**src/rtl/core/strs_pkg.sv**
```systemverilog
// ----------------------------------------------------------------------------
// strs_pkg
// Shared types and constants of the segment tree range sum block.
// ----------------------------------------------------------------------------
`default_nettype none

package strs_pkg;

  localparam int unsigned DataW      = 32;
  localparam int unsigned CountW     = 9;
  localparam int unsigned LeafAw     = 8;
  localparam int unsigned MaxLeaves  = 256;
  localparam int unsigned NodeDepth  = 4 * MaxLeaves;
  localparam int unsigned NodeAw     = $clog2(NodeDepth);
  localparam int unsigned StackDepth = 8;
  localparam int unsigned StackAw    = $clog2(StackDepth);
  localparam int unsigned PaddrW     = 3;

  // Register word indexes on the configuration port
  localparam logic RegLeafCount = 1'b0;

  // Item codes
  localparam logic OpUpdate = 1'b0;
  localparam logic OpQuery  = 1'b1;

  localparam logic [CountW-1:0] LeafCountReset = CountW'(MaxLeaves);

  typedef enum logic [2:0] {
    StClear,
    StIdle,
    StLeaf,
    StPath,
    StQuery,
    StDrain,
    StDone
  } strs_state_e;

  typedef struct packed {
    logic              opcode;
    logic [LeafAw-1:0] position;
    logic [DataW-1:0]  new_value;
    logic [LeafAw-1:0] query_low;
    logic [LeafAw-1:0] query_high;
  } strs_item_t;

  // One pending subtree of a range walk
  typedef struct packed {
    logic [NodeAw-1:0] node;
    logic [LeafAw-1:0] lo;
    logic [LeafAw-1:0] hi;
  } strs_span_t;

endpackage

`default_nettype wire

```
**src/rtl/core/strs_walk.sv**
```systemverilog
// ----------------------------------------------------------------------------
// strs_walk
// Sequencer over the leaf and node RAMs: clearing pass, update path walk,
// range walk with a small subtree stack, and the result register.
// ----------------------------------------------------------------------------
`default_nettype none

module strs_walk (
  input  wire logic                          clk_i,
  input  wire logic                          rst_ni,
  input  wire logic [strs_pkg::LeafAw-1:0]   last_leaf_i,
  input  wire logic                          in_valid_i,
  output logic                               in_stall_o,
  input  wire strs_pkg::strs_item_t          item_i,
  output logic                               out_valid_o,
  input  wire logic                          out_stall_i,
  output logic      [strs_pkg::DataW-1:0]    range_sum_o,
  // leaf RAM
  output logic                               leaf_we_o,
  output logic      [strs_pkg::LeafAw-1:0]   leaf_waddr_o,
  output logic      [strs_pkg::DataW-1:0]    leaf_wdata_o,
  output logic                               leaf_re_o,
  output logic      [strs_pkg::LeafAw-1:0]   leaf_raddr_o,
  input  wire logic [strs_pkg::DataW-1:0]    leaf_rdata_i,
  // node RAM
  output logic                               node_we_o,
  output logic      [strs_pkg::NodeAw-1:0]   node_waddr_o,
  output logic      [strs_pkg::DataW-1:0]    node_wdata_o,
  output logic                               node_re_o,
  output logic      [strs_pkg::NodeAw-1:0]   node_raddr_o,
  input  wire logic [strs_pkg::DataW-1:0]    node_rdata_i
);

  strs_pkg::strs_state_e state_q, state_d;

  logic [strs_pkg::NodeAw-1:0] clr_q, clr_d;
  logic [strs_pkg::LeafAw-1:0] pos_q, pos_d;
  logic [strs_pkg::DataW-1:0]  val_q, val_d;
  logic [strs_pkg::LeafAw-1:0] qlo_q, qlo_d;
  logic [strs_pkg::LeafAw-1:0] qhi_q, qhi_d;
  logic [strs_pkg::DataW-1:0]  delta_q, delta_d;
  logic [strs_pkg::DataW-1:0]  acc_q, acc_d;
  logic                        acc_pend_q, acc_pend_d;
  strs_pkg::strs_span_t        cur_q, cur_d;
  strs_pkg::strs_span_t        stack_q [strs_pkg::StackDepth];
  logic [strs_pkg::StackAw:0]  sp_q, sp_d;
  logic                        push;
  logic                        out_valid_q, out_valid_d;
  logic [strs_pkg::DataW-1:0]  out_sum_q, out_sum_d;

  logic [strs_pkg::LeafAw:0]   mid_sum;
  logic [strs_pkg::LeafAw-1:0] mid;
  logic [strs_pkg::NodeAw-1:0] left_node;
  logic [strs_pkg::NodeAw-1:0] right_node;
  logic                        covered;
  logic                        disjoint;
  logic [strs_pkg::LeafAw-1:0] lo_clip;
  logic [strs_pkg::LeafAw-1:0] hi_clip;
  logic                        out_free;
  strs_pkg::strs_span_t        top_span;
  strs_pkg::strs_span_t        right_span;
  logic [strs_pkg::StackAw:0]  sp_dec;

  assign mid_sum    = {1'b0, cur_q.lo} + {1'b0, cur_q.hi};
  assign mid        = mid_sum[strs_pkg::LeafAw:1];
  assign left_node  = {cur_q.node[strs_pkg::NodeAw-2:0], 1'b1};
  assign right_node = {cur_q.node[strs_pkg::NodeAw-2:0], 1'b0}
                      + strs_pkg::NodeAw'(2);
  assign covered    = (qlo_q <= cur_q.lo) && (qhi_q >= cur_q.hi);
  assign disjoint   = (cur_q.hi < qlo_q) || (cur_q.lo > qhi_q);
  assign lo_clip    = (item_i.query_low  > last_leaf_i) ? last_leaf_i : item_i.query_low;
  assign hi_clip    = (item_i.query_high > last_leaf_i) ? last_leaf_i : item_i.query_high;
  assign out_free   = !out_valid_q || !out_stall_i;
  assign sp_dec     = sp_q - (strs_pkg::StackAw + 1)'(1);
  assign top_span   = stack_q[sp_dec[strs_pkg::StackAw-1:0]];
  assign right_span = '{node: right_node, lo: mid + strs_pkg::LeafAw'(1), hi: cur_q.hi};

  assign in_stall_o  = (state_q != strs_pkg::StIdle);
  assign out_valid_o = out_valid_q;
  assign range_sum_o = out_sum_q;

  always_comb begin
    state_d     = state_q;
    clr_d       = clr_q;
    pos_d       = pos_q;
    val_d       = val_q;
    qlo_d       = qlo_q;
    qhi_d       = qhi_q;
    delta_d     = delta_q;
    acc_d       = acc_q;
    acc_pend_d  = 1'b0;
    cur_d       = cur_q;
    sp_d        = sp_q;
    push        = 1'b0;
    out_valid_d = out_valid_q;
    out_sum_d   = out_sum_q;

    leaf_we_o    = 1'b0;
    leaf_waddr_o = pos_q;
    leaf_wdata_o = val_q;
    leaf_re_o    = 1'b0;
    leaf_raddr_o = item_i.position;
    node_we_o    = 1'b0;
    node_waddr_o = cur_q.node;
    node_wdata_o = node_rdata_i + delta_q;
    node_re_o    = 1'b0;
    node_raddr_o = cur_q.node;

    if (out_valid_q && !out_stall_i) begin
      out_valid_d = 1'b0;
    end
    // fold in the node read issued last cycle
    if (acc_pend_q) begin
      acc_d = acc_q + node_rdata_i;
    end

    unique case (state_q)
      strs_pkg::StClear: begin
        leaf_we_o    = 1'b1;
        leaf_waddr_o = clr_q[strs_pkg::LeafAw-1:0];
        leaf_wdata_o = '0;
        node_we_o    = 1'b1;
        node_waddr_o = clr_q;
        node_wdata_o = '0;
        clr_d        = clr_q + strs_pkg::NodeAw'(1);
        if (clr_q == '1) begin
          state_d = strs_pkg::StIdle;
        end
      end

      strs_pkg::StIdle: begin
        if (in_valid_i) begin
          pos_d = item_i.position;
          val_d = item_i.new_value;
          qlo_d = lo_clip;
          qhi_d = hi_clip;
          cur_d = '{node: '0, lo: '0, hi: last_leaf_i};
          sp_d  = '0;
          acc_d = '0;
          if (item_i.opcode == strs_pkg::OpQuery) begin
            state_d = (lo_clip > hi_clip) ? strs_pkg::StDone : strs_pkg::StQuery;
          end else if (item_i.position <= last_leaf_i) begin
            leaf_re_o = 1'b1;
            state_d   = strs_pkg::StLeaf;
          end
          // drop updates beyond the tree
        end
      end

      strs_pkg::StLeaf: begin
        delta_d   = val_q - leaf_rdata_i;
        leaf_we_o = 1'b1;
        node_re_o = 1'b1;
        state_d   = strs_pkg::StPath;
      end

      strs_pkg::StPath: begin
        node_we_o = 1'b1;
        if (cur_q.lo == cur_q.hi) begin
          state_d = strs_pkg::StIdle;
        end else begin
          if (pos_q <= mid) begin
            cur_d = '{node: left_node, lo: cur_q.lo, hi: mid};
          end else begin
            cur_d = right_span;
          end
          node_re_o    = 1'b1;
          node_raddr_o = cur_d.node;
        end
      end

      strs_pkg::StQuery: begin
        if (covered || disjoint) begin
          if (covered) begin
            node_re_o  = 1'b1;
            acc_pend_d = 1'b1;
          end
          if (sp_q == '0) begin
            state_d = strs_pkg::StDrain;
          end else begin
            cur_d = top_span;
            sp_d  = sp_dec;
          end
        end else begin
          push  = 1'b1;
          sp_d  = sp_q + (strs_pkg::StackAw + 1)'(1);
          cur_d = '{node: left_node, lo: cur_q.lo, hi: mid};
        end
      end

      strs_pkg::StDrain: begin
        state_d = strs_pkg::StDone;
      end

      strs_pkg::StDone: begin
        if (out_free) begin
          out_valid_d = 1'b1;
          out_sum_d   = acc_q;
          state_d     = strs_pkg::StIdle;
        end
      end

      default: begin
        state_d = strs_pkg::StIdle;
      end
    endcase
  end

  always_ff @(posedge clk_i or negedge rst_ni) begin
    if (!rst_ni) begin
      state_q     <= strs_pkg::StClear;
      clr_q       <= '0;
      sp_q        <= '0;
      acc_pend_q  <= 1'b0;
      out_valid_q <= 1'b0;
    end else begin
      state_q     <= state_d;
      clr_q       <= clr_d;
      sp_q        <= sp_d;
      acc_pend_q  <= acc_pend_d;
      out_valid_q <= out_valid_d;
    end
  end

  always_ff @(posedge clk_i) begin
    pos_q     <= pos_d;
    val_q     <= val_d;
    qlo_q     <= qlo_d;
    qhi_q     <= qhi_d;
    delta_q   <= delta_d;
    acc_q     <= acc_d;
    cur_q     <= cur_d;
    out_sum_q <= out_sum_d;
    if (push) begin
      stack_q[sp_q[strs_pkg::StackAw-1:0]] <= right_span;
    end
  end

endmodule

`default_nettype wire

```
**config.mk**
```make
export PLATFORM = sky130hd
export DESIGN_NAME = strs_walk
export DESIGN_NICKNAME = d
export VERILOG_FILES = /design/src/rtl/core/strs_pkg.sv /design/src/rtl/core/strs_walk.sv
export SDC_FILE = /design/constraint.sdc
export NUM_CORES = 1
export LEC_CHECK = 0
export BUFFER_PORTS_ARGS = -buffer_cell sky130_fd_sc_hd__clkbuf_2
export CAP_MARGIN = 25
export CORE_AREA = 8 8 403 208
export CTS_BUF_LIST = sky130_fd_sc_hd__clkbuf_8
export CTS_CLUSTER_DIAMETER = 50
export DETAILED_ROUTE_END_ITERATION = 10
export DIE_AREA = 0 0 411 216
export PLACE_DENSITY = 0.48
export REMOVE_ABC_BUFFERS = 1
export SETUP_SLACK_MARGIN = 0.05
export SYNTH_ARGS = -nofsm -noshare
export SYNTH_HDL_FRONTEND = slang
export SYNTH_SLANG_ARGS = --single-unit
export TNS_END_PERCENT = 5
```
**constraint.sdc**
```tcl
create_clock -name clk_i -period 6.9 [get_ports clk_i]
set_input_delay 0.69 -clock clk_i [delete_from_list [all_inputs] [get_ports clk_i]]
set_output_delay 0.69 -clock clk_i [all_outputs]
set_load 0.005 [all_outputs]
```
**Yosys cells after proc, flatten, opt, wreduce, memory -nomap -nowiden**

Memories as Yosys holds them, arrays and structs flattened.
Cells that the tools add are included.

- Flip-flop bits (word level): 197
- Memory bits (writable): 208
- Memories: 1

- $add $sub $neg: 9
- Order comparisons: 9
- Equal/unequal tests: 21
- Multiplexer cells: 49
- Reduce and logical (&&, ||, !) cells: 20

Memories:

| memory | words | width | read ports | clocked after Yosys merged registers in | write ports | RTL line | text |
|---|---|---|---|---|---|---|---|
| stack_q | 8 | 26 | 1 | 0 | 1 | strs_walk.sv:45 | `strs_pkg::strs_span_t stack_q [strs_pkg::StackDepth];` |

Operators with widths:

| kind | count |
|---|---|
| 32-bit two-way mux | 5 |
| 26-bit two-way mux | 5 |
| 26-bit case mux with 3 select lines | 1 |
| 32-bit adder | 2 |
| 8-bit > comparator | 4 |
| 32-bit subtractor | 1 |
| 10-bit two-way mux | 3 |
| 8-bit less-or-equal comparator | 3 |
| 3-bit two-way mux | 8 |
| 8-bit two-way mux | 3 |
| 3-bit case mux with 7 select lines | 1 |
| 2-bit inequality test, second input constant | 10 |
| 1-bit two-way mux | 17 |
| 4-bit two-way mux | 3 |
| 10-bit by 1-bit adder with 10-bit output, second input constant | 1 |
| 10-bit by 2-bit adder with 10-bit output, second input constant | 1 |
| 10-bit == test, second input constant | 1 |
| 8-bit by 8-bit adder with 9-bit output | 1 |
| 3-bit == test, second input constant | 3 |
| 8-bit by 1-bit adder with 8-bit output, second input constant | 1 |
| 8-bit == test | 1 |
| 8-bit greater-or-equal comparator | 1 |
| 8-bit < comparator | 1 |
| 4-bit case mux with 2 select lines | 1 |
| 22 further kinds | 30 |

**Depth between registers and ports, before layout**

- Depth after elaboration: 7
- Gate-level depth with buffers: 22

**Worst setup path before layout**

OpenSTA, ideal clock, no wires.

- Kind: flip-flop to flip-flop
- Start: reg cur_q[0] (netlist bit)
- End: mem stack_q[1][0] (netlist bit) (enable)
- Arrival time: 4.481 ns
- Data required time: 6.430 ns
- Slack: 1.949 ns
- Cell stages (with the launch flop): 11
- Clock period less this slack: 4.951 ns
- Cells stage by stage: edfxtp_1 -> ha_1 -> nand2b_1 -> a21o_1 -> a21oi_1 -> o211ai_1 -> a21oi_1 -> o22ai_1 -> or3_1 -> buf_2 -> nor4_1

- Word-level cells in the longest chain between the ends: 7
- Elaborated cells between the ends (all ways): 9

Ends and longest elaborated chain:

| item | RTL line | text |
|---|---|---|
| start, declared | strs_walk.sv:44 | `strs_pkg::strs_span_t cur_q, cur_d;` |
| start signal, assigned | strs_walk.sv:232 | `cur_q <= cur_d;` |
| 8-bit greater-or-equal comparator / 8-bit < comparator (equally long branches) | strs_walk.sv:69, strs_walk.sv:70 |  |
| 1-bit logical AND / 1-bit logical OR (equally long branches) | strs_walk.sv:69, strs_walk.sv:70 |  |
| 1-bit logical OR (*) | strs_walk.sv:173 | `if (covered \|\| disjoint) begin` |
| 1-bit two-way mux (*) | strs_walk.sv:173 |  |
| 1-bit two-way mux (*) | strs_walk.sv:117 | `unique case (state_q)` |
| 1-bit two-way mux (*) | strs_walk.sv:234 | `if (push) begin` |
| 1-bit two-way mux (not written as such) (*) | strs_walk.sv:235 | `stack_q[sp_q[strs_pkg::StackAw-1:0]] <= right_span;` |
| end, declared | strs_walk.sv:45 |  |

Every way passes the cells marked *; elsewhere a longest branch is shown, timed or not.

**Worst setup path after layout**

- Start: reg cur_q[0] (netlist bit)
- End: out node_raddr_o[8] (netlist bit)

- Word-level cells in the longest chain between the ends: 5
- Elaborated cells between the ends (all ways): 6

Ends and longest elaborated chain:

| item | RTL line | text |
|---|---|---|
| 8-bit by 8-bit adder with 9-bit output | strs_walk.sv:64 | `assign mid_sum = {1'b0, cur_q.lo} + {1'b0, cur_q.hi};` |
| 8-bit less-or-equal comparator | strs_walk.sv:162 | `if (pos_q <= mid) begin` |
| 26-bit two-way mux | strs_walk.sv:162 |  |
| 10-bit two-way mux (*) | strs_walk.sv:159 | `if (cur_q.lo == cur_q.hi) begin` |
| 10-bit two-way mux (*) | strs_walk.sv:117 |  |
| end, declared | strs_walk.sv:30 | `output logic [strs_pkg::NodeAw-1:0] node_raddr_o,` |

Every way passes the cells marked *; elsewhere a longest branch is shown, timed or not. The select of a mux whose other input is x is not followed.

==> results.yml <==
placement:
  hpwl_mm: 58.24
  port_buffers: 270
  globalplace.congestion: 0.8938
  dp_slack_ns: 1.992
  dpl-instance-area_um2: 25160
  dp.cells: 3177
timing:
  setup_ws_ns: 1.199
  worst_slew_pin_slew_ns: 1.030
  period_minus_slack_ns: 5.701
  drv_slew: 0
  rsz0062_at_grt: "no"
  post-route-period-util: 0.8262
  finClkSkew_ns: 0.03437
  setup_viol: 0
  slew_headroom: 0.3083
  hold_ws_ns: 0.1264
  final.setup.tns_ns: 0
  max_freq_ghz: 0.1754
  hold_violations: 0
synth:
  synth.yosys.seq_area_share: 0.5119
  synth_edf_count: 346
  synth_cells: 1911
  synthArstFlopShare: 0.04786
  syn_area_um2: 22480
  avgSynthCellArea_um2: 11.76
  synth_top_area_frac: 0.4623
  synthDistinctLibCells: 80
  ys.flop_type: "edfxtp_1"
  synthTopCellsByArea: "edfxtp_1, ha_1, mux4_2"
  synth.largest_area_cell: "edfxtp_1"
  yosys_warnings: 0
  ys_seq_elements: 397
worst_setup_path:
  cpMaxStageDelayCell: "edfxtp_1"
  cp_num_buf_inv: 1
  crit_path_frequent_cell: "a21oi_1"
  cp_top_family: "compound AO/OA/AOI/OAI gates"
  cp_cell_sequence: "ha_1 -> fa_1 -> a21o_1 -> a21oi_1 -> o21bai_1 -> a21oi_1 -> xnor2_1 -> ha_1 -> a21o_1 -> a21o_1 -> a21oi_1 -> o21ai_0 -> o21a_1 -> nand4_1 -> xor2_1 -> a21oi_1 -> clkbuf_2"
  critPathMaxStageDelay_ns: 0.55
  start_kind: "flip-flop"
  critPathKind: "reg2out"
  worstPathMaxFanout: 12
  cp_data_required_time_ns: 6.21
  cp-end-kind: "output pin"
  arrival_ns: 5.01
pwr:
  peakVddDrop_v: 0.0002496
  power_frac_comb: 0.477
  power_switching_mw: 5.060
  p_sw_frac: 0.4308
  seqPwrFrac: 0.346
  cellLeakagePower_nw: 10.86
  clkPwrFrac: 0.178
  intPower_mw: 6.684
  cellPowerDensity_nw_per_um2: 443.2
global_route:
  antenna_found_initial: 9
  grt_max_degree: 56
  track_usage: 0.1637
  grt_pass1_vias: 16370
  overflow: 0
  grt_first_pass_wirelength_mm: 109.5
die:
  design.core.area_um2: 78370
  die_area_um2: 88780
  rows: 73
  die_w_um: 411
  fp.dieH_um: 216
  initial_core_util: 0.2868
  ios: 271
detailed_routing:
  antenna_left: 0
  drt_wl_total_mm: 75.02
  wl_per_cell_um: 22.66
  dr_total_vias: 16780
  drtPass1Iterations: 5
  routed_via_density: 5.069
  drc: 0
  drtIter0Drc: 1498
clock_network:
  ctsResizeCount: 0
  clockRootBuffer: "clkbuf_8"
  htreeDepth: 3
  cts.path.max_buffers: 3
  clk_pin_slew_ns: 0.07
  cts_buffers: 68
  clk_latency_ns: 0.73
  cts_tree: "built"
  clock_sinks: 397
final_layout:
  layout_commonest_cell: "edfxtp_1"
  synthToLayoutAreaGrowth_pct: 17.91
  layout_common_cells: "edfxtp_1, clkbuf_2, ha_1"
  final_cell_area_um2: 26500
  finalNetCount: 2515
  stdcell_count: 3311
  drive_gt1_frac: 0.2138
flow_run:
  cap_violations: 0
run_status:
  status: "finished, final reports clean"
worst_hold_path:
  min_path_type: "in2reg"
-- power groups by stage --
| stage | sequential (mW) | clock (mW) | combinational [mW] |
|---|---|---|---|
| global route | 4.11 | 2.26 | 6.11 |
| finish | 4.06 | 2.09 | 5.60 |
| floorplan | 3.92 | 0 | 3.51 |
| detailed placement | 4.11 | 0 | 5.52 |
| global placement | 4.09 | 0 | 5.44 |
| CTS | 4.06 | 2.18 | 5.55 |
-- cell families (layout without fill, tap and decap cells) --
group | count (synthesis) | count (layout) | share of synthesized area
adder cells (fa/ha/maj) | 182 | 182 | 0.1027
flip-flops | 397 | 397 | 0.5119
other | 0 | 7 | 0
XOR/XNOR | 105 | 105 | 0.04092
buffers and inverters | 200 | 543 | 0.03546
AND/OR/NAND/NOR | 490 | 490 | 0.1071
multiplexers | 103 | 103 | 0.07421
AO/OA/AOI/OAI | 434 | 434 | 0.1278
-- cells in the mapped netlist, types with 23 or more instances --
cell and count:
o21ai_0 80, xnor2_1 61, nor3_1 31, edfxtp_1 346
nand2_1 127, nand2b_1 23, mux2i_1 44, dfxtp_1 32
mux4_2 50, nand3_1 45, a21oi_1 110, ha_1 178
a21o_1 76, nand4_1 31, and2_1 38, xor2_1 44
clkbuf_1 48, nor2_1 118, inv_1 120
-- worst reg2reg max path, stage by stage (launching register included) --
cell and delay (ns):
edfxtp_1 0.55, ha_1 0.31, fa_1 0.41, a21o_1 0.18
a21oi_1 0.26, o21bai_1 0.11, a21oi_1 0.26, xnor2_1 0.30
ha_1 0.35, a21o_1 0.18, a21o_1 0.17, a21oi_1 0.13
o21ai_0 0.09, o21a_1 0.33, nand2b_1 0.47, and2_1 0.50
-- stage by stage --
step	total power, mW	utilization
floorplan	7.436	-
global placement	9.527	0.3207
CTS	11.79	0.3374
finish	11.74	0.3382
global route	12.48	0.3382
detailed placement	9.629	0.3210
-- timing repair --
item,CTS,global route
hold buffers,1,0
hold endpoints to repair,19,0
setup buffers,0,0
-- final timing paths --
kind                                            endpoint               start  slack, ns  cells after the start
worst max register to register        cur_q[7]$_DFFE_PP_  cur_q[0]$_DFFE_PP_       1.95                     15
worst min-delay path                 val_q[31]$_DFFE_PP_          item_i[47]       0.13                      1
worst min register to register  range_sum_o[6]$_DFFE_PP_    acc_q[6]$_DFF_P_       0.46                      0
max in group asynchronous            sp_q[0]$_DFFE_PN0P_              rst_ni       5.94                      2
worst max-delay path                     node_raddr_o[8]  cur_q[0]$_DFFE_PP_       1.20                     17
min in group asynchronous          out_valid_o$_DFF_PN0_              rst_ni       0.52                      2
-- layer usage --
layer	track usage	up-vias	wire length [µm]	part of all wire
li1	-	7757	-	-
met4	0.04104	4	1543	0.021
met5	0	-	29	0.00039
met3	0.03906	99	5468	0.073
met1	0.2619	8371	38960	0.52
met2	0.2141	552	29020	0.39
-- state kept, by name, indices dropped and copies added (netlist names) --
name,flops
qhi_q,8
cur_q,26
state_q,3
sp_q,4
clr_q,10
qlo_q,8
stack_q,200
range_sum_o,32
acc_pend_q,1
out_valid_o,1
acc_q,32
delta_q,32
pos_q,8
val_q,32
-- final cells by class --
| class | count | area (µm²) |
|---|---|---|
| well taps | 1050 | 1314 |
| fillers | 7851 | 51870 |
| flip-flops and latches | 397 | 11510 |
| clock inverters | 55 | 325.3 |
| multi-input cells | 1314 | 10320 |
| inverters | 121 | 455.4 |
| repair buffers | 298 | 1604 |
| clock buffers | 69 | 949.7 |
| diodes | 7 | 17.52 |
Note: power is estimated with default switching activity, not from simulation.
