$ cat config.mk
export PLATFORM = sky130hd
export DESIGN_NAME = strs_cfg
export DESIGN_NICKNAME = d
export VERILOG_FILES = /design/src/rtl/core/strs_pkg.sv /design/src/rtl/core/strs_cfg.sv
export SDC_FILE = /design/constraint.sdc
export NUM_CORES = 1
export LEC_CHECK = 0
export BUFFER_PORTS_ARGS = -buffer_cell sky130_fd_sc_hd__buf_4
export CORE_AREA = 2 2 54 56
export CTS_BUF_LIST = sky130_fd_sc_hd__clkbuf_2
export CTS_CLUSTER_SIZE = 20
export DETAILED_ROUTE_END_ITERATION = 8
export DIE_AREA = 0 0 56 58
export PLACE_DENSITY = 0.83
export SLEW_MARGIN = 20
export SYNTH_ARGS = -nofsm -noshare
export SYNTH_HDL_FRONTEND = slang
export SYNTH_SLANG_ARGS = --single-unit
$ cat constraint.sdc
create_clock -name clk_i -period 1.7 [get_ports clk_i]
set_input_delay 0.255 -clock clk_i [delete_from_list [all_inputs] [get_ports clk_i]]
set_output_delay 0.255 -clock clk_i [all_outputs]
set_load 0.05 [all_outputs]
$ cat src/rtl/core/strs_pkg.sv
// ----------------------------------------------------------------------------
// strs_pkg
// Shared types and constants of the segment tree range sum block.
// ----------------------------------------------------------------------------
`default_nettype none

package strs_pkg;

  localparam int unsigned DataW      = 32;
  localparam int unsigned CountW     = 9;
  localparam int unsigned LeafAw     = 8;
  localparam int unsigned MaxLeaves  = 256;
  localparam int unsigned NodeDepth  = 4 * MaxLeaves;
  localparam int unsigned NodeAw     = $clog2(NodeDepth);
  localparam int unsigned StackDepth = 8;
  localparam int unsigned StackAw    = $clog2(StackDepth);
  localparam int unsigned PaddrW     = 3;

  // Register word indexes on the configuration port
  localparam logic RegLeafCount = 1'b0;

  // Item codes
  localparam logic OpUpdate = 1'b0;
  localparam logic OpQuery  = 1'b1;

  localparam logic [CountW-1:0] LeafCountReset = CountW'(MaxLeaves);

  typedef enum logic [2:0] {
    StClear,
    StIdle,
    StLeaf,
    StPath,
    StQuery,
    StDrain,
    StDone
  } strs_state_e;

  typedef struct packed {
    logic              opcode;
    logic [LeafAw-1:0] position;
    logic [DataW-1:0]  new_value;
    logic [LeafAw-1:0] query_low;
    logic [LeafAw-1:0] query_high;
  } strs_item_t;

  // One pending subtree of a range walk
  typedef struct packed {
    logic [NodeAw-1:0] node;
    logic [LeafAw-1:0] lo;
    logic [LeafAw-1:0] hi;
  } strs_span_t;

endpackage

`default_nettype wire

$ cat src/rtl/core/strs_cfg.sv
// ----------------------------------------------------------------------------
// strs_cfg
// APB register file holding leaf_count; gives the index of the last leaf.
// ----------------------------------------------------------------------------
`default_nettype none

module strs_cfg (
  input  wire logic                         clk_i,
  input  wire logic                         rst_ni,
  input  wire logic                         psel,
  input  wire logic                         penable,
  input  wire logic                         pwrite,
  input  wire logic [strs_pkg::PaddrW-1:0]  paddr,
  input  wire logic [strs_pkg::DataW-1:0]   pwdata,
  output logic      [strs_pkg::DataW-1:0]   prdata,
  output logic                              pready,
  output logic      [strs_pkg::LeafAw-1:0]  last_leaf_o
);

  logic [strs_pkg::CountW-1:0] leaf_count_q;
  logic [strs_pkg::CountW-1:0] leaf_count_d;
  logic                        sel_count;

  assign pready    = 1'b1;
  assign sel_count = (paddr[2] == strs_pkg::RegLeafCount);

  always_comb begin
    leaf_count_d = leaf_count_q;
    if (psel && penable && pwrite && sel_count) begin
      leaf_count_d = pwdata[strs_pkg::CountW-1:0];
    end
  end

  always_ff @(posedge clk_i or negedge rst_ni) begin
    if (!rst_ni) begin
      leaf_count_q <= strs_pkg::LeafCountReset;
    end else begin
      leaf_count_q <= leaf_count_d;
    end
  end

  always_comb begin
    prdata = '0;
    if (sel_count) begin
      prdata = {{(strs_pkg::DataW - strs_pkg::CountW){1'b0}}, leaf_count_q};
    end
  end

  // Clamp the count to one..MaxLeaves, then take one off
  always_comb begin
    priority if (leaf_count_q == '0) begin
      last_leaf_o = '0;
    end else if (leaf_count_q > strs_pkg::CountW'(strs_pkg::MaxLeaves)) begin
      last_leaf_o = strs_pkg::LeafAw'(strs_pkg::MaxLeaves - 1);
    end else begin
      last_leaf_o = strs_pkg::LeafAw'(leaf_count_q - strs_pkg::CountW'(1));
    end
  end

endmodule

`default_nettype wire

; ---- After elaboration in Yosys (flattened, before gate mapping)
; Index checks and enable logic that the tools add are counted.
[totals]
word_cells = 11
reg_bits = 9
in_bits = 40
[op_classes]
addsub = 1
bitwise_logic = 1
order_cmp = 1
n_mux = 3
n_reduce_logical = 4
[ops]
columns = operator, n
row1 = 2-to-1 mux 8 bit, 2
row2 = > comparator 9 bit (second input constant), 1
row3 = logical NOT 9 bit, 1
row4 = 2-to-1 mux 9 bit, 1
row5 = subtractor 8 x 1 -> 8 bit (second input constant), 1
row6 = logical AND 1 bit, 3
row7 = inverter 1 bit, 1

; ---- Longest topological paths before layout
; Gate-level depths: netlist (run 1).
[logic_depth]
word_depth = 3
mapped_depth = 7

; ---- Worst setup path before layout (run 1)
; No wires, ideal clock.
[synth_path]
path_type = reg-to-output
from = reg leaf_count_q[0] (netlist name)
to = out last_leaf_o[6] (netlist name)
slack_ns = -1.005
path_buffers = 2
arrival_time_ns = 2.450
stages_incl_launch_ff = 8
path_cell_list = dfrtp_1 > clkbuf_1 > inv_1 > ha_1 > or3b_1 > buf_2 > o21ai_1 > a211oi_1
[synth_via]
elab_chain_cells = 3
[synth_lines]
columns = item, line_no
row1 = "start, declared", strs_cfg.sv:20  ; logic [strs_pkg::CountW-1:0] leaf_count_q;
row2 = "start signal, assigned", strs_cfg.sv:36  ; leaf_count_q <= strs_pkg::LeafCountReset;
row3 = "start signal, assigned", strs_cfg.sv:38  ; leaf_count_q <= leaf_count_d;
row4 = subtractor 8 x 1 -> 8 bit / > comparator 9 bit (equally long branches), "strs_cfg.sv:56, strs_cfg.sv:53"
row5 = 2-to-1 mux 8 bit, strs_cfg.sv:53  ; end else if (leaf_count_q > strs_pkg::CountW'(strs_pkg::MaxLeaves)) begin
row6 = 2-to-1 mux 8 bit (*), strs_cfg.sv:51  ; priority if (leaf_count_q == '0) begin
row7 = "end, declared", strs_cfg.sv:17  ; output logic [strs_pkg::LeafAw-1:0] last_leaf_o
; Every way passes the cells marked *; elsewhere a longest branch is shown, timed or not.

; ---- Worst setup path in the final report (run 1)
[layout_path]
from = reg leaf_count_q[1] (netlist name)
to = out last_leaf_o[0] (netlist name)
[layout_via]
elab_chain_cells = 3
[layout_lines]
columns = item, line_no
row1 = > comparator 9 bit, strs_cfg.sv:53
row2 = 2-to-1 mux 8 bit, strs_cfg.sv:53
row3 = 2-to-1 mux 8 bit (*), strs_cfg.sv:51
; Marked as above.

==> impl_metrics.json, run 1 <==
{
  "run_status": "finished, violations left",
  "violations_in_the_final_reports": "negative setup slack",
  "synth_area_per_cell_um2": 8.627,
  "timing.critical_path.required_ns": 1.44,
  "dr.max_layer_used": "met4",
  "cp-start-kind": "flop",
  "critical_path_class": "flop to output pin",
  "ir_drop_uv": 680.9,
  "path_max_fanout": 5,
  "grt_start_max_net_pins": 11,
  "synthesis.instances": 105,
  "route.detailed.drc": 0,
  "cts_buffers": 3,
  "cp_slowest_stage_delay_ns": 0.40,
  "netlist_area_um2": 905.9,
  "setup_viol": 8,
  "synth-compound-area-share_pct": 12.85,
  "h_tree_lvls": 1,
  "power_density_nw_per_um2": 1291,
  "layoutNonFillerInstCount": 182,
  "grt_antenna_before_repair": 0,
  "finalHoldViolCount": 0,
  "critical_path.cell_chain": "inv_2 -> ha_4 -> or3b_4 -> buf_6 -> o21ai_4 -> a21oi_4 -> buf_6",
  "power_frac_comb_pct": 76.4,
  "met1Wirelength_um": 875,
  "fp.dieArea_um2": 3248,
  "p_clk_share_pct": 7.2,
  "hold_class": "primary input to flop",
  "drt_first_pass_iters": 3,
  "grt_setup_unrepaired": "yes",
  "critPathCaptureType": "output pin",
  "clk_pin_slew_ns": 0.09,
  "cellInternalPower_uw": 867.0,
  "drt_iter0_drc": 12,
  "swShare_pct": 53.97,
  "final.setup_skew_ns": 0,
  "largest-register": "leaf_count_q",
  "placed_cells": 175,
  "cts.sinks": 9,
  "post-route-period-util_pct": 126.8,
  "num_rows": 19,
  "area_fraction_of_the_dominant_cell_type_after_synthesis_pct": 22.10,
  "dr_wl_met2_um": 1158,
  "width_of_the_chip_um": 56,
  "clock_tree.buffer_depth": 2,
  "synth_top_family_by_area": "buffers and inverters",
  "synth.largest_area_cell": "sky130_fd_sc_hd__dfrtp_1",
  "worstSkewPairLatency_ns": 0.25,
  "flow.area_growth_from_synthesis_pct": 61.05,
  "switching_power_uw": 1017,
  "grt_pass1_wl_um": 3836,
  "crit_path_frequent_cell": "sky130_fd_sc_hd__buf_6",
  "grt_pass1_vias": 856,
  "synth-seq-cells": 9,
  "synth-seq-area-share_pct": 25.00,
  "die_y_um": 58,
  "yosysUniqueCellTypes": 31,
  "leakage_uw": 0.0006618,
  "post_synth_and_or_nand_nor_area_fraction_pct": 19.20,
  "fmax_mhz": 464.0,
  "post_synthesis_share_of_cell_area_spent_on_xor_and_xnor_gates_pct": 1.934,
  "sequentialPowerShare_pct": 16.4,
  "floorplan.core_area_um2": 2663,
  "post-route-util_pct": 54.79,
  "cts_tree": "built",
  "dp.final_hpwl_um": 1788,
  "vias": 847,
  "wl_final_um": 2203,
  "post_dr_vias_cell": 4.654,
  "antenna_cells": 0,
  "synth_top_cells_by_area": "sky130_fd_sc_hd__dfrtp_1, sky130_fd_sc_hd__buf_4, sky130_fd_sc_hd__mux2_2",
  "min_period_ns": 2.155,
  "gpl.final_weighted_congestion": 0.7390,
  "nets": 194,
  "yosysWarnings": 0,
  "post-route-worst-setup-slack_ns": -0.4551,
  "start_util_pct": 34.02,
  "worstPathArrival_ns": 1.90,
  "adder_cell_area_share_of_the_yosys_netlist_pct": 2.762,
  "drtAntennaViolNets": 0,
  "cts_root_buffer": "sky130_fd_sc_hd__clkbuf_2",
  "number_of_pins_with_negative_max_slew_slack_in_the_final_report": 0,
  "muxShareOfSynthArea_pct": 11.19,
  "drive_above_1_share_pct": 60.26,
  "grt.total_usage_pct": 14.80,
  "floorplan.io_pins": 81,
  "grt_remaining_overflow": 0,
  "io_buffers": 31,
  "largest_reg_flops": 9,
  "reg.largest.list": "leaf_count_q: 9 flops",
  "cp_slowest_cell": "sky130_fd_sc_hd__dfrtp_1",
  "detail_route.wl_per_cell_um": 12.10,
  "met3WireLength_um": 154,
  "timing.max_cap.violations": 0,
  "final.setup.tns_ns": -3.319
}
-- cell usage after synthesis --
| cell | count |
|---|---|
| sky130_fd_sc_hd__ha_1 | 2 |
| sky130_fd_sc_hd__buf_4 | 24 |
| sky130_fd_sc_hd__or4_4 | 1 |
| sky130_fd_sc_hd__inv_1 | 5 |
| sky130_fd_sc_hd__nor4_1 | 2 |
| sky130_fd_sc_hd__or4b_1 | 2 |
| sky130_fd_sc_hd__dfrtp_1 | 8 |
| sky130_fd_sc_hd__o21ai_1 | 2 |
| sky130_fd_sc_hd__nor3_2 | 1 |
| sky130_fd_sc_hd__xnor2_1 | 2 |
| sky130_fd_sc_hd__nor2b_1 | 5 |
| sky130_fd_sc_hd__o31a_1 | 1 |
| sky130_fd_sc_hd__buf_6 | 1 |
| sky130_fd_sc_hd__a21oi_1 | 5 |
| sky130_fd_sc_hd__dfstp_2 | 1 |
| sky130_fd_sc_hd__a211oi_1 | 3 |
| sky130_fd_sc_hd__o21ai_2 | 1 |
| sky130_fd_sc_hd__nand4b_2 | 1 |
| sky130_fd_sc_hd__a311oi_1 | 2 |
| sky130_fd_sc_hd__o31ai_1 | 1 |
| sky130_fd_sc_hd__nand2_1 | 1 |
| sky130_fd_sc_hd__a31oi_1 | 1 |
| sky130_fd_sc_hd__clkbuf_1 | 2 |
| sky130_fd_sc_hd__nor3_1 | 6 |
| sky130_fd_sc_hd__nor2_1 | 6 |
| sky130_fd_sc_hd__mux2_2 | 9 |
| sky130_fd_sc_hd__o21ai_0 | 2 |
| sky130_fd_sc_hd__conb_1 | 2 |
| sky130_fd_sc_hd__and4_1 | 1 |
| sky130_fd_sc_hd__buf_2 | 4 |
| sky130_fd_sc_hd__or3b_1 | 1 |
-- final cells by class --
| type | instances | area [µm²] |
|---|---|---|
| Fill cell | 231 | 1204 |
| Multi-Input combinational cell | 82 | 735.7 |
| Timing Repair Buffer | 51 | 416.7 |
| Sequential cell | 9 | 226.5 |
| Tap cell | 31 | 38.79 |
| Inverter | 5 | 21.27 |
| Clock buffer | 4 | 20.02 |
-- path summary, 6_finish.rpt --
path / endpoint / start / slack (ns) / depth (start not counted)
worst max-delay path: last_leaf_o[0] / leaf_count_q[1]$_DFFE_PN0P_ / -0.46 / 7
worst min-delay path: leaf_count_q[0]$_DFFE_PN0P_ / pwdata[0] / 0.23 / 2
worst max register to register: leaf_count_q[0]$_DFFE_PN0P_ / leaf_count_q[0]$_DFFE_PN0P_ / 0.74 / 2
worst min register to register: leaf_count_q[6]$_DFFE_PN0P_ / leaf_count_q[6]$_DFFE_PN0P_ / 0.67 / 2
max in group asynchronous: leaf_count_q[8]$_DFFE_PN1P_ / rst_ni / 1.12 / 2
min in group asynchronous: leaf_count_q[1]$_DFFE_PN0P_ / rst_ni / 0.37 / 2
-- power by group through the flow --
stage | Sequential, µW | Clock (µW) | Combinational (µW)
5_1_grt | 316 | 150 | 1520
2_1_floorplan | 321 | 0 | 1020
3_3_place_gp | 308 | 0 | 1300
4_1_cts | 312 | 143 | 1410
6_report | 308 | 137 | 1440
3_5_place_dp | 315 | 0 | 1330
-- logic make-up (layout without fill, tap and decap cells) --
kind of cell / count (synthesis) / count (layout)
adders and majority gates: 2 / 2
xor gates and xnor gates: 2 / 2
and+or+nand+nor: 27 / 27
AOI/OAI and AO/OA: 18 / 18
other: 2 / 24
muxes: 9 / 9
buffers and inverters: 36 / 60
DFF: 9 / 9
-- critical path: cells and delay by family, from the launching register on --
kind / cells / cell delay (ns)
flip-flops: 1 / 0.40
buffers and inverters: 3 / 0.40
AND/OR/NAND/NOR: 1 / 0.38
AO/OA/AOI/OAI: 2 / 0.32
adder cells (fa/ha/maj): 1 / 0.14
-- through the flow --
step / worst slack (ns) / total power, µW / instance area (µm²) / hold WS (ns)
2_1_floorplan: -0.1451 / 1339 / 1181 / -0.04059
3_3_place_gp: -0.2012 / 1608 / 1344 / 0.07900
3_5_place_dp: -0.2357 / 1640 / 1344 / 0.08327
4_1_cts: -0.4883 / 1866 / 1434 / 0.2175
5_1_grt: -0.5269 / 1986 / 1459 / 0.2213
6_report: -0.4551 / 1884 / 1459 / 0.2302
-- routing by layer --
metal / vias up / global-route usage, %
met5: - / 0
met4: 0 / 6.122
met3: 2 / 1.116
met2: 48 / 27.90
met1: 383 / 17.31
li1: 414 / -
-- cell usage in the layout (no fill, tap or decap), types with 2 or more instances in the layout --
cell type and instances:
sky130_fd_sc_hd__nor3_4 3, sky130_fd_sc_hd__buf_4 40, sky130_fd_sc_hd__a21oi_4 4, sky130_fd_sc_hd__mux2_2 9, sky130_fd_sc_hd__xnor2_1 2, sky130_fd_sc_hd__conb_1 24, sky130_fd_sc_hd__o21ai_2 3, sky130_fd_sc_hd__dfrtp_1 8
sky130_fd_sc_hd__nor2b_1 5, sky130_fd_sc_hd__nor3_1 3, sky130_fd_sc_hd__nor4_4 2, sky130_fd_sc_hd__a211oi_1 2, sky130_fd_sc_hd__clkbuf_2 4, sky130_fd_sc_hd__buf_6 9, sky130_fd_sc_hd__inv_1 3, sky130_fd_sc_hd__nor2_1 6
-- what timing repair did --
item / 4_1_cts / 5_1_grt
hold buffers: 1 / 0
cloned: 1 / 0
gates resized for setup: 14 / 4
setup buffers: 0 / 1
endpoints found under the setup margin: 8 / 9
hold endpoints to repair: 9 / 0
pin swaps: 3 / 1
No activity file was read; power rests on OpenSTA's default activity.
==> run 2, diff against run 1 <==
BUFFER_PORTS_ARGS = default   (was -buffer_cell sky130_fd_sc_hd__buf_4)
CORE_AREA = 2 2 48 50   (was 2 2 54 56)
CTS_BUF_LIST = sky130_fd_sc_hd__clkbuf_8   (was sky130_fd_sc_hd__clkbuf_2)
DIE_AREA = 0 0 50 52   (was 0 0 56 58)
DONT_BUFFER_PORTS = 1   (was default)
PLACE_DENSITY = 0.67   (was 0.83)
==> run 2 against run 1 <==
  * The flow still finishes with violations (negative setup slack)
  * Non-clock buffer count fell by 16
  * Setup slack improved by 0.057 ns
  * Critical path depth did not move
  * Global-route usage rose by 2.3 points
  * Cell count fell by 10%
  * Fmax rose by 2.7%
  * Die area fell by 20%
  * Largest cell class unchanged
  * Highest routed layer unchanged
==> impl_metrics.json, run 2 (synthesized netlist as in run 1, its figures left out) <==
{
  "run_status": "finished, violations left",
  "violations_in_the_final_reports": "negative setup slack",
  "post-route-util_pct": 66.61,
  "fmax_mhz": 476.6,
  "layout.cells.most_common": "sky130_fd_sc_hd__buf_4",
  "grt_pass1_vias": 759,
  "drive_above_1_share_pct": 54.81,
  "hold_class": "primary input to flop",
  "setup_viol": 8,
  "grt_start_max_net_pins": 12,
  "detail_route.wl_per_cell_um": 12.69,
  "critical_path_class": "flop to output pin",
  "cp_slowest_cell": "sky130_fd_sc_hd__dfrtp_1",
  "cts.sinks": 9,
  "grt.total_usage_pct": 17.12,
  "power_density_nw_per_um2": 1437,
  "clock_tree.buffer_depth": 2,
  "min_period_ns": 2.098,
  "timing.max_cap.violations": 0,
  "dp.final_hpwl_um": 1616,
  "number_of_pins_with_negative_max_slew_slack_in_the_final_report": 0,
  "critPathCaptureType": "output pin",
  "clk_pin_slew_ns": 0.04,
  "finalInstanceArea_um2": 1403,
  "start_util_pct": 43.02,
  "reg.largest.list": "leaf_count_q: 9 flops",
  "die_y_um": 52,
  "fp.dieArea_um2": 2600,
  "antenna_cells": 0,
  "final.setup_skew_ns": 0,
  "grt_setup_unrepaired": "yes",
  "io_buffers": 0,
  "final_cell_mix": "sky130_fd_sc_hd__buf_4, sky130_fd_sc_hd__conb_1, sky130_fd_sc_hd__mux2_2",
  "dpl-instance-area_um2": 1267,
  "route.detailed.drc": 0,
  "grt_antenna_before_repair": 0,
  "grt_remaining_overflow": 0,
  "width_of_the_chip_um": 50,
  "cp_slowest_stage_delay_ns": 0.41,
  "finalHoldViolCount": 0,
  "gpl.final_weighted_congestion": 0.7607,
  "cts_tree": "built",
  "drt_iter0_drc": 2,
  "cts_root_buffer": "sky130_fd_sc_hd__clkbuf_8",
  "nets": 178,
  "post-route-worst-setup-slack_ns": -0.3984,
  "worstPathArrival_ns": 1.84,
  "wl_final_um": 2068,
  "drtAntennaViolNets": 0,
  "vias": 779,
  "critical_path.cell_chain": "inv_4 -> ha_4 -> or3b_4 -> buf_8 -> a311oi_4 -> a21oi_4 -> buf_12",
  "path_max_fanout": 5,
  "worstSkewPairLatency_ns": 0.23,
  "cp-start-kind": "flop",
  "floorplan.core_area_um2": 2106,
  "h_tree_lvls": 1,
  "ir_drop_uv": 964.9,
  "flow.area_growth_from_synthesis_pct": 54.83,
  "largest_reg_flops": 9,
  "floorplan.io_pins": 81,
  "cts_buffers": 3,
  "leakage_uw": 0.0006132,
  "post_dr_vias_cell": 4.779,
  "post-route-period-util_pct": 123.4,
  "drt_first_pass_iters": 4,
  "final.fill_count": 175,
  "timing.critical_path.required_ns": 1.44,
  "largest-register": "leaf_count_q",
  "num_rows": 17,
  "grt_pass1_wl_um": 3387
}
-- run 2: changes by cell type in the layout (fill, tap and decap cells not counted), sizes merged --
cell    delta
buf       -16
clkbuf     -1
inv        +1
-- run 2: final timing paths --
kind,startpoint,end,slack [ns],cells after the start
worst max-delay path,leaf_count_q[0]$_DFFE_PN0P_,last_leaf_o[5],-0.40,7
worst min-delay path,pwdata[4],leaf_count_q[4]$_DFFE_PN0P_,0.17,1
worst max register to register,leaf_count_q[0]$_DFFE_PN0P_,leaf_count_q[0]$_DFFE_PN0P_,0.63,3
worst min register to register,leaf_count_q[6]$_DFFE_PN0P_,leaf_count_q[6]$_DFFE_PN0P_,0.64,2
max in group asynchronous,rst_ni,leaf_count_q[8]$_DFFE_PN1P_,1.02,1
min in group asynchronous,rst_ni,leaf_count_q[5]$_DFFE_PN0P_,0.37,1
-- run 2: through the flow --
step | std cells | setup WS, ns | total power (µW) | setup TNS, ns | hold slack, ns
floorplan | 127 | -0.1451 | 1339 | -1.018 | -0.04059
global placement | 154 | -0.1869 | 1653 | -0.9718 | -0.04033
detailed placement | 154 | -0.2219 | 1677 | -1.163 | -0.04034
CTS | 162 | -0.4055 | 2003 | -3.099 | 0.1664
global route | 163 | -0.4811 | 2107 | -3.664 | 0.1658
finish | 163 | -0.3984 | 2015 | -3.042 | 0.1699
-- run 2: critical path, delay by kind of cell, from the launching register on --
family	cells	cell delay, ns
fa+ha+maj	1	0.12
buf+inv	3	0.38
compound gates	2	0.30
simple gates	1	0.40
flops	1	0.41
-- run 2: cell type report --
type | count | area [µm²] | area share (%)
Tap cell | 28 | 35.03 | 2.498
Multi-Input combinational cell | 82 | 738.2 | 52.63
Clock inverter | 1 | 3.754 | 0.2676
Inverter | 5 | 21.27 | 1.516
Sequential cell | 9 | 226.5 | 16.15
Clock buffer | 3 | 41.29 | 2.944
Timing Repair Buffer | 35 | 336.6 | 24.00
-- run 2: timing repair --
item | CTS | global route
hold buffers | 1 | 0
buffers inserted | 2 | 1
hold endpoints to repair | 9 | 0
gates resized for setup | 11 | 2
cloned | 1 | 0
endpoints found under the setup margin | 8 | 8
pin swaps | 4 | 1
-- run 2: power breakdown --
group | switching [µW] | total [µW] | internal (µW)
logic | 892 | 1460 | 564
clock network | 83.7 | 241 | 157
registers | 51.1 | 318 | 267
-- run 2: routing by layer --
metal	share of wire, %	wire length (µm)	track usage [%]	vias to the layer above
met3	6.3	131	3.736	2
met2	53	1099	30.70	35
li1	-	-	-	378
met1	39	811	18.71	364
met5	0	0	0	-
met4	1.3	27	9.259	0
==> run 3, diff against run 2 <==
HOLD_SLACK_MARGIN = 0.1   (was default)
PLACE_DENSITY = 0.71   (was 0.67)
==> run 3 against run 2 <==
  * The run still ends with negative setup slack left
  * Clock power fell by 3%
  * Setup slack got worse by 0.034 ns
  * Combinational power increased by 3%
  * Fmax fell by 1.6%
  * Sequential share of layout area decreased by 0.10 points
  * Sequential power fell by 2%
  * Critical path depth is the same
  * Register-to-register slack hardly changed
  * Cell count rose by 2.5%
  * Worst hold slack better by 0.0071 ns
  * Global-route usage up 0.61 points
  * Critical path type unchanged
  * Critical endpoint unchanged
  * Highest routed layer is now met3
==> impl_metrics.json, run 3 (synthesized netlist as in run 1, its figures left out) <==
{
  "rrSetupSlack_ns": 0.63,
  "layout.cells.most_common": "sky130_fd_sc_hd__buf_4",
  "dp.final_hpwl_um": 1641,
  "cts.sinks": 9,
  "cts_tree": "built",
  "layoutNonFillerInstCount": 167,
  "dpl-instance-area_um2": 1267,
  "timing.hold.worst_path_depth": 1,
  "route.detailed.drc": 0,
  "min_period_ns": 2.132,
  "worstSkewPairLatency_ns": 0.23,
  "cp-start-kind": "flop",
  "final.setup.tns_ns": -3.020,
  "drt_iter0_drc": 1,
  "drt_first_pass_iters": 3,
  "grt_start_max_net_pins": 12,
  "io_buffers": 0,
  "grt_antenna_before_repair": 0,
  "cts_root_buffer": "sky130_fd_sc_hd__clkbuf_8",
  "nets": 182,
  "vias": 786,
  "post-route-period-util_pct": 125.4,
  "ir_drop_uv": 981.2,
  "width_of_the_chip_um": 50,
  "post_placement_setup_slack_ns": -0.2154,
  "post_dr_vias_cell": 4.707,
  "finalHoldViolCount": 0,
  "violations_in_the_final_reports": "negative setup slack",
  "path_max_fanout": 5,
  "leakage_uw": 0.0006293,
  "r2r_cells": 3,
  "post-route-worst-setup-slack_ns": -0.4320,
  "die_y_um": 52,
  "grt.total_usage_pct": 17.73,
  "critical_path_class": "flop to output pin",
  "cts_buffers": 3,
  "fp.dieArea_um2": 2600,
  "hold_end": "leaf_count_q[2]$_DFFE_PN0P_",
  "clock_tree.buffer_depth": 2,
  "timing.max_cap.violations": 0,
  "antenna_cells": 0,
  "grt_pass1_vias": 756,
  "power_density_nw_per_um2": 1425,
  "regToRegStartpoint": "leaf_count_q[0]$_DFFE_PN0P_",
  "grt.met1_usage_pct": 19.04,
  "number_of_pins_with_negative_max_slew_slack_in_the_final_report": 0,
  "wl_final_um": 2233,
  "largest-register": "leaf_count_q",
  "drive_above_1_share_pct": 56.12,
  "hold_class": "primary input to flop",
  "groute.layer.met2.usage_pct": 31.80,
  "clk_pin_slew_ns": 0.04,
  "fmax_mhz": 469.0,
  "gpl.final_weighted_congestion": 0.7727,
  "detail_route.wl_per_cell_um": 13.37,
  "grt_setup_unrepaired": "yes",
  "reg.largest.list": "leaf_count_q: 9 flops",
  "finalInstanceArea_um2": 1435,
  "flow.area_growth_from_synthesis_pct": 58.43,
  "floorplan.core_area_um2": 2106,
  "largest_reg_flops": 9,
  "final.setup_skew_ns": 0,
  "setup_viol": 8,
  "worstPathArrival_ns": 1.88,
  "final_cell_mix": "sky130_fd_sc_hd__buf_4, sky130_fd_sc_hd__conb_1, sky130_fd_sc_hd__mux2_2",
  "grt_pass1_wl_um": 3408,
  "run_status": "finished, violations left",
  "grt_remaining_overflow": 0,
  "hold_path.startpoint": "pwdata[2]",
  "start_util_pct": 43.02,
  "drtAntennaViolNets": 0,
  "globalRoute.busiestLayer": "met2",
  "timing.critical_path.required_ns": 1.44,
  "num_rows": 17,
  "critPathCaptureType": "output pin",
  "grtUsageMet3_pct": 4.598,
  "worstReg2RegEnd": "leaf_count_q[0]$_DFFE_PN0P_",
  "floorplan.io_pins": 81,
  "h_tree_lvls": 1,
  "placed_cells": 154
}
run 3: worst max path at each step:
stage	start	end	slack, ns
after floorplan	leaf_count_q[0]$_DFFE_PN0P_	last_leaf_o[0]	-0.15
after global placement	leaf_count_q[1]$_DFFE_PN0P_	last_leaf_o[5]	-0.20
after detailed placement	leaf_count_q[0]$_DFFE_PN0P_	last_leaf_o[5]	-0.22
after CTS	leaf_count_q[1]$_DFFE_PN0P_	last_leaf_o[5]	-0.43
after global routing	leaf_count_q[0]$_DFFE_PN0P_	last_leaf_o[5]	-0.49
final	leaf_count_q[0]$_DFFE_PN0P_	last_leaf_o[5]	-0.43
run 3: worst max-delay path, cell delays in order, from the launching register on:
cell and delay [ns]:
sky130_fd_sc_hd__dfrtp_1 0.40, sky130_fd_sc_hd__inv_4 0.08, sky130_fd_sc_hd__ha_4 0.12, sky130_fd_sc_hd__or3b_4 0.39
sky130_fd_sc_hd__buf_8 0.15, sky130_fd_sc_hd__o31ai_4 0.25, sky130_fd_sc_hd__a21oi_4 0.09, sky130_fd_sc_hd__buf_12 0.15
run 3: where the power goes:
group          internal, µW  switching (µW)  total [µW]
clock                   157            76.7         233
combinational           588             912        1500
sequential              271            41.2         312
run 3: timing repair:
item | in CTS | in global routing
pin swaps | 1 | 4
gates resized for setup | 5 | 8
cloned | 0 | 1
hold buffers | 1 | 0
setup buffers | 2 | 5
endpoints found under the hold margin | 9 | 0
endpoints found under the setup margin | 8 | 9
run 3: area by class of cell:
class,instances,area (µm²)
multi-input cells,82,737.0
repair buffers,39,366.6
flip-flops and latches,9,230.2
clock buffers,3,41.29
well taps,28,35.03
clock inverters,1,3.754
fillers,176,670.6
inverters,5,21.27
run 3: per-stage QoR:
step / hold slack (ns) / util, % / power (µW)
floorplan: -0.04059 / - / 1339
global placement: -0.04036 / 60.19 / 1653
detailed placement: -0.04035 / 60.19 / 1677
CTS: 0.1742 / 64.23 / 1958
global route: 0.1670 / 68.15 / 2150
finish: 0.1770 / 68.15 / 2045
run 3: routing by layer:
layer  share of wire [%]  wire (µm)  vias to the layer above
met3                 5.8        129                        0
met4                   0          0                        0
li1                    -          -                      385
met2                  55       1233                       30
met1                  39        871                      371
met5                   0          0                        -
